==> src/ecnrtt_pkg.sv <==
// shared types and constants for the ecn/rtt window update unit
package ecnrtt_pkg;

  localparam int TALLY_W          = 20;
  localparam int SAMPLE_THRESHOLD = 64;
  localparam int RTT_W            = 40;
  localparam int GAIN_W           = 16;
  localparam int WIN_W            = 32;
  localparam int SEG_W            = 16;
  localparam int CNT_W            = 10;
  localparam int CFG_IDX_W        = 3;
  localparam int CFG_DATA_W       = 40;
  localparam int LEVEL_W          = 2;

  // gain times tally, full width
  localparam int TERM_W   = GAIN_W + TALLY_W;
  // low slice of the gain difference per partial product
  localparam int SLICE_W  = TERM_W / 2;
  localparam int PART_W   = WIN_W + SLICE_W;
  localparam int PROD_W   = WIN_W + TERM_W;
  localparam int SEGT_W   = TERM_W + SEG_W;
  localparam int BASE_W   = SEGT_W + 1;
  localparam int SUM_W    = PROD_W + 2;
  localparam int VAL_W    = WIN_W + 1;
  localparam int FRAC_W   = 16;

  localparam logic [CFG_IDX_W-1:0] CFG_RTT_THRESHOLD  = 3'd0;
  localparam logic [CFG_IDX_W-1:0] CFG_GAIN_FREE      = 3'd1;
  localparam logic [CFG_IDX_W-1:0] CFG_GAIN_CONGESTED = 3'd2;
  localparam logic [CFG_IDX_W-1:0] CFG_GAIN_MILD      = 3'd3;
  localparam logic [CFG_IDX_W-1:0] CFG_MIN_WINDOW     = 3'd4;
  localparam logic [CFG_IDX_W-1:0] CFG_MAX_WINDOW     = 3'd5;
  localparam logic [CFG_IDX_W-1:0] CFG_SEGMENT_SIZE   = 3'd6;

  localparam logic [RTT_W-1:0]  RST_RTT_THRESHOLD  = 40'd10000000;
  localparam logic [GAIN_W-1:0] RST_GAIN_FREE      = 16'd655;
  localparam logic [GAIN_W-1:0] RST_GAIN_CONGESTED = 16'd6554;
  localparam logic [GAIN_W-1:0] RST_GAIN_MILD      = 16'd66;
  localparam logic [SEG_W-1:0]  RST_SEGMENT_SIZE   = 16'd1500;

  localparam logic [LEVEL_W-1:0] LEVEL_FREE      = 2'd0;
  localparam logic [LEVEL_W-1:0] LEVEL_MILD      = 2'd1;
  localparam logic [LEVEL_W-1:0] LEVEL_CONGESTED = 2'd2;

  typedef enum logic [2:0] {
    ST_IDLE,
    ST_TALLY,
    ST_MUL_GAIN,
    ST_MUL_SEG,
    ST_MUL_WIN,
    ST_SUM_PROD,
    ST_ROUND,
    ST_EMIT
  } state_t;

  typedef struct packed {
    logic load_in;
    logic tally;
    logic mul_gain;
    logic mul_seg;
    logic mul_win;
    logic sum_prod;
    logic round;
    logic emit;
  } cmd_t;

  typedef struct packed {
    logic period_done;
    logic out_busy;
  } status_t;

endpackage

==> src/ecnrtt_ctrl.sv <==
// sequencer for one acknowledgement request at a time
module ecnrtt_ctrl (
  input  logic                clk,
  input  logic                rst_n,
  input  logic                in_valid,
  output logic                in_ready,
  input  ecnrtt_pkg::status_t status,
  output ecnrtt_pkg::cmd_t    cmd
);

  ecnrtt_pkg::state_t state_r, state_nxt;

  always_ff @(posedge clk) begin
    if (!rst_n) begin
      state_r <= ecnrtt_pkg::ST_IDLE;
    end else begin
      state_r <= state_nxt;
    end
  end

  always_comb begin
    state_nxt = state_r;
    cmd       = '0;
    in_ready  = 1'b0;
    unique case (state_r)
      ecnrtt_pkg::ST_IDLE: begin
        in_ready = 1'b1;
        if (in_valid) begin
          cmd.load_in = 1'b1;
          state_nxt   = ecnrtt_pkg::ST_TALLY;
        end
      end
      ecnrtt_pkg::ST_TALLY: begin
        cmd.tally = 1'b1;
        state_nxt = status.period_done ? ecnrtt_pkg::ST_MUL_GAIN : ecnrtt_pkg::ST_EMIT;
      end
      ecnrtt_pkg::ST_MUL_GAIN: begin
        cmd.mul_gain = 1'b1;
        state_nxt    = ecnrtt_pkg::ST_MUL_SEG;
      end
      ecnrtt_pkg::ST_MUL_SEG: begin
        cmd.mul_seg = 1'b1;
        state_nxt   = ecnrtt_pkg::ST_MUL_WIN;
      end
      ecnrtt_pkg::ST_MUL_WIN: begin
        cmd.mul_win = 1'b1;
        state_nxt   = ecnrtt_pkg::ST_SUM_PROD;
      end
      ecnrtt_pkg::ST_SUM_PROD: begin
        cmd.sum_prod = 1'b1;
        state_nxt    = ecnrtt_pkg::ST_ROUND;
      end
      ecnrtt_pkg::ST_ROUND: begin
        cmd.round = 1'b1;
        state_nxt = ecnrtt_pkg::ST_EMIT;
      end
      ecnrtt_pkg::ST_EMIT: begin
        if (!status.out_busy) begin
          cmd.emit  = 1'b1;
          state_nxt = ecnrtt_pkg::ST_IDLE;
        end
      end
      default: begin
        state_nxt = ecnrtt_pkg::ST_IDLE;
      end
    endcase
  end

endmodule

==> config.mk <==
export PLATFORM = sky130hd
export DESIGN_NAME = ecnrtt_ctrl
export DESIGN_NICKNAME = d
export VERILOG_FILES = /design/src/ecnrtt_pkg.sv /design/src/ecnrtt_ctrl.sv
export SDC_FILE = /design/constraint.sdc
export NUM_CORES = 1
export LEC_CHECK = 0
export ABC_CLOCK_PERIOD_IN_PS = 2000
export BUFFER_PORTS_ARGS = -buffer_cell sky130_fd_sc_hd__buf_2
export CORE_AREA = 3 3 40 42
export CTS_CLUSTER_DIAMETER = 120
export DETAILED_ROUTE_END_ITERATION = 10
export DIE_AREA = 0 0 43 45
export PLACE_DENSITY = 0.48
export SYNTH_ARGS = -nofsm -noshare
export SYNTH_HDL_FRONTEND = slang
export SYNTH_SLANG_ARGS = --single-unit
export TNS_END_PERCENT = 20
==> constraint.sdc <==
create_clock -name clk -period 2 [get_ports clk]
set_input_delay 0.2 -clock clk [delete_from_list [all_inputs] [get_ports clk]]
set_output_delay 0.2 -clock clk [all_outputs]
set_load 0.01 [all_outputs]
Word level (Yosys, flattened, before mapping)

Index checks and enable logic that the tools add are counted.

Mux-type cells: 15
Reductions and logical operators: 2
Equality and inequality tests: 9

Operators by type and width:

| kind               | number |
|---|---|
| $pmux 3 s8         | 1 |
| $eq 3x3->1 const B | 4 |
| $mux 1             | 11 |
| $mux 3             | 3 |
| $eq 3x2->1 const B | 2 |
| $ne 2x2->1 const B | 2 |
| $eq 3x1->1 const B | 1 |
| $logic_not 3->1    | 1 |
| $reduce_and 2->1   | 1 |

Register bits: 3
Bits of input ports: 5
Output and inout bits: 9
Word-level logic and storage cells: 27

Longest topological paths before layout

Word-level depth: 3
Gate-level depth with buffers: 4
Mapped depth without buffers: 3

Worst setup path before layout

Ideal clock, no wire load.

Kind: flip-flop to output port
From: register state_r[2]
To: output cmd[7] (netlist bit)
Buffers on the path: 1
Data arrival time: 0.920 ns
Stages on the path, launching flop included: 4
Required time: 1.800 ns
Path slack: 0.880 ns
Cell sequence: dfxtp_1 buf_2 nor3_2 and2_1

RTL lines:

| what                   | RTL line          | source |
|---|---|---|
| start, declared        | ecnrtt_ctrl.sv:11 | `ecnrtt_pkg::state_t state_r, state_nxt;` |
| start signal, assigned | ecnrtt_ctrl.sv:15 | `state_r <= ecnrtt_pkg::ST_IDLE;` |
| start signal, assigned | ecnrtt_ctrl.sv:17 | `state_r <= state_nxt;` |
| end, declared          | ecnrtt_ctrl.sv:8  | `output ecnrtt_pkg::cmd_t cmd` |

==> metrics.md <==
| Metric | Value |
|---|---|
| Fin Setup TNS | 0 ns |
| Final Slew Violations | 0 |
| Synth top area share | 23.8% |
| Layout Cells excl Fill | 57 |
| Vias in the first global route | 209 |
| Fmax | 688 MHz |
| Final ANT Viol Nets | 0 |
| Dpl cells | 53 |
| CTS Hold Bufs | 0 |
| GPL Wtd Cong | 0.620 |
| TritonCTS Sinks | 3 |
| Mapped Cells | 28 |
| Setup bufs post-CTS | 0 |
| #FFs+latches synth | 3 |
| 1st-iter DRT viols | 6 |
| Combinational group share of total power | 26.7% |
| CTS tree | yes |
| PwrDens | 803 nW/µm² |
| Relative slew slack | 72.4% |
| Largest net degree at the start of global routing | 12 |
| Status | complete, no violations |
| CTS Buffer Depth | 2 |
| Clock Skew | 0.00124 ns |
| Final setup violation count | 0 |
| Via density | 4.11 |
| P&R area growth vs syn | 34.2% |
| NumNets Final | 48 |
| Final worst path period need | 1.45 ns |
| Port buffer count | 13 |
| Final Cycle Share | 72.7% |
| H-tree depth | 1 |
| Synth area leader | dfxtp_1 |
| Cell Area, Placed | 313 µm² |
| Post-DR wirelength/cell | 9.60 µm |
| Sw Share | 32.9% |
| Post_cts resized | 0 |
| Internal power | 183 µW |
| Synth area leaders | dfxtp_1 (24%), nor3b_2 (9.9%), nor3b_4 (7.4%), and3b_1 (6.9%), nor3b_1 (5.9%) |
| Crit path capture type | output pin |
| Initial Util | 19.7% |
| Final hold viol count | 0 |
| Req. time, crit path | 1.80 ns |
| Register area share after synthesis | 23.8% |
| HP Class | in -> reg |
| Hold path start | rst_n |
| CP Class | reg -> out |
| Total Routing Usage GR | 6.57% |
| WP data arrival | 1.25 ns |
| Io pins | 14 |
| Synthesis Warnings | 0 |
| Async SR Flop Fraction | 0% |
| Clock Power Share | 39.2% |
| Syn Area/Cell | 9.03 µm² |
| Gr ovfl total | 0 |
| Max Cap Viol | 0 |
| Max reg flops | 3 |
| Die area | 1940 µm² |
| Startpoint types | register |
| Biggest regs | state_r (3) |
| Root buffer cell | clkbuf_4 |
| Reg clk slew, reported paths | 0.04 ns |
| Static Leak | 0.000179 µW |
| Num CTS Buffers | 3 |
| Yosys cell types | 20 |
| Chip Width | 43 µm |
| Switching power | 89.6 µW |
| Biggest register | state_r |
| # diodes | 0 |
| Post-DP HPWL | 407 µm |
| RSZ-0062 raised after global routing | false |
| CORE AREA | 1280 µm² |
| Worst hold slack | 0.214 ns |
| Part of the power in registers | 34.1% |
| First-pass detailed-route iteration total | 4 |
| Mapped cell area | 253 µm² |
| Design area | 339 µm² |
| Layout cell share with drive strength beyond 1 | 52.4% |
| VDD IR max | 0.196 mV |
| Synth Net Count | 33 |
| Antenna violations before repair | 0 |
| DIE HEIGHT | 45 µm |
| Core Rows | 13 |
| Critical Path Start | state_r[1]$_SDFFE_PN0P_ |
| Clk_lat worst skew | 0.23 ns |
| Routed WL | 547 µm |
| Vias | 234 |
| EDFF count, synth | 0 |
| DRC | 0 |
| Top_reg_cell synth | dfxtp_1 |
| Global-route wire length before repair | 931 µm |
| Worst-Margin Slew | 0.413 ns |
| Reg-to-Reg Start | state_r[1]$_SDFFE_PN0P_ |
| Synth cell count leaders | dfxtp_1 (3), nor2_1 (3) |
| Final Core Density | 26.4% |
| Worst-path maximum fanout | 11 |
## worst paths after layout
path	end	slack, ns	cells past startpoint
setup / recovery	cmd[0]	0.55	3
hold / removal	state_r[0]$_SDFFE_PN0P_	0.21	2
setup reg to reg	state_r[0]$_SDFFE_PN0P_	0.80	3
hold reg to reg	state_r[1]$_SDFFE_PN0P_	0.67	2
## layout make-up
type	count	area, µm²
clock buffers	4	26.3
fillers	146	946
multi-input cells	22	169
flip-flops and latches	3	60.1
well taps	15	18.8
repair buffers	13	65.1
## cell families after synthesis
group	share of synthesized area, %
AND/OR/NAND/NOR	54.5
AO/OA/AOI/OAI	12.4
flip-flops	23.8
buffers and inverters	9.40
## metal layers
layer  wire length, µm  vias up  track usage, %
met5                 0        -               0
met4                 0        0            3.61
met3                32        0            3.59
met2               243        8            8.38
met1               271      100            8.65
li1                  -      126               -
## stage by stage
step | power [µW] | setup slack (ns)
after floorplan | 147 | 0.880
after global placement | 168 | 0.786
after detailed placement | 168 | 0.772
after CTS | 278 | 0.524
after global routing | 294 | 0.440
final | 272 | 0.546
## power groups by stage
| stage | logic (µW) | clock network, µW | registers, µW |
|---|---|---|---|
| final | 72.7 | 107 | 92.8 |
| after global routing | 81.5 | 116 | 96.7 |
| after floorplan | 74.3 | 0 | 72.9 |
| after global placement | 74.2 | 0 | 93.5 |
| after CTS | 74.1 | 111 | 92.8 |
| after detailed placement | 73.5 | 0 | 94.0 |
## layout by cell type (no fill, tap or decap)
| cell | netlist | layout |
|---|---|---|
| a21oi_1 | 2 | 2 |
| nor3b_1 | 2 | 2 |
| and3b_1 | 2 | 2 |
| o31a_1 | 1 | 1 |
| dfxtp_1 | 3 | 3 |
| o21ai_0 | 1 | 1 |
| buf_2 | 1 | 13 |
| nor2_1 | 3 | 3 |
| and2_1 | 1 | 1 |
| clkbuf_1 | 0 | 1 |
| nor2b_1 | 1 | 1 |
| nor3_2 | 1 | 1 |
| nor2_2 | 1 | 1 |
| nand2_1 | 1 | 1 |
| nor3b_2 | 2 | 2 |
| a21boi_1 | 1 | 1 |
| nand2b_1 | 1 | 1 |
| nand2_4 | 1 | 1 |
| nor3b_4 | 1 | 1 |
| clkbuf_4 | 1 | 3 |
## worst max-delay path: stages (launching register included)
cell     delay [ns]
dfxtp_1        0.56
nand2_4        0.10
nor3b_4        0.20
buf_2          0.16
Power figures use the tool's default switching activity.
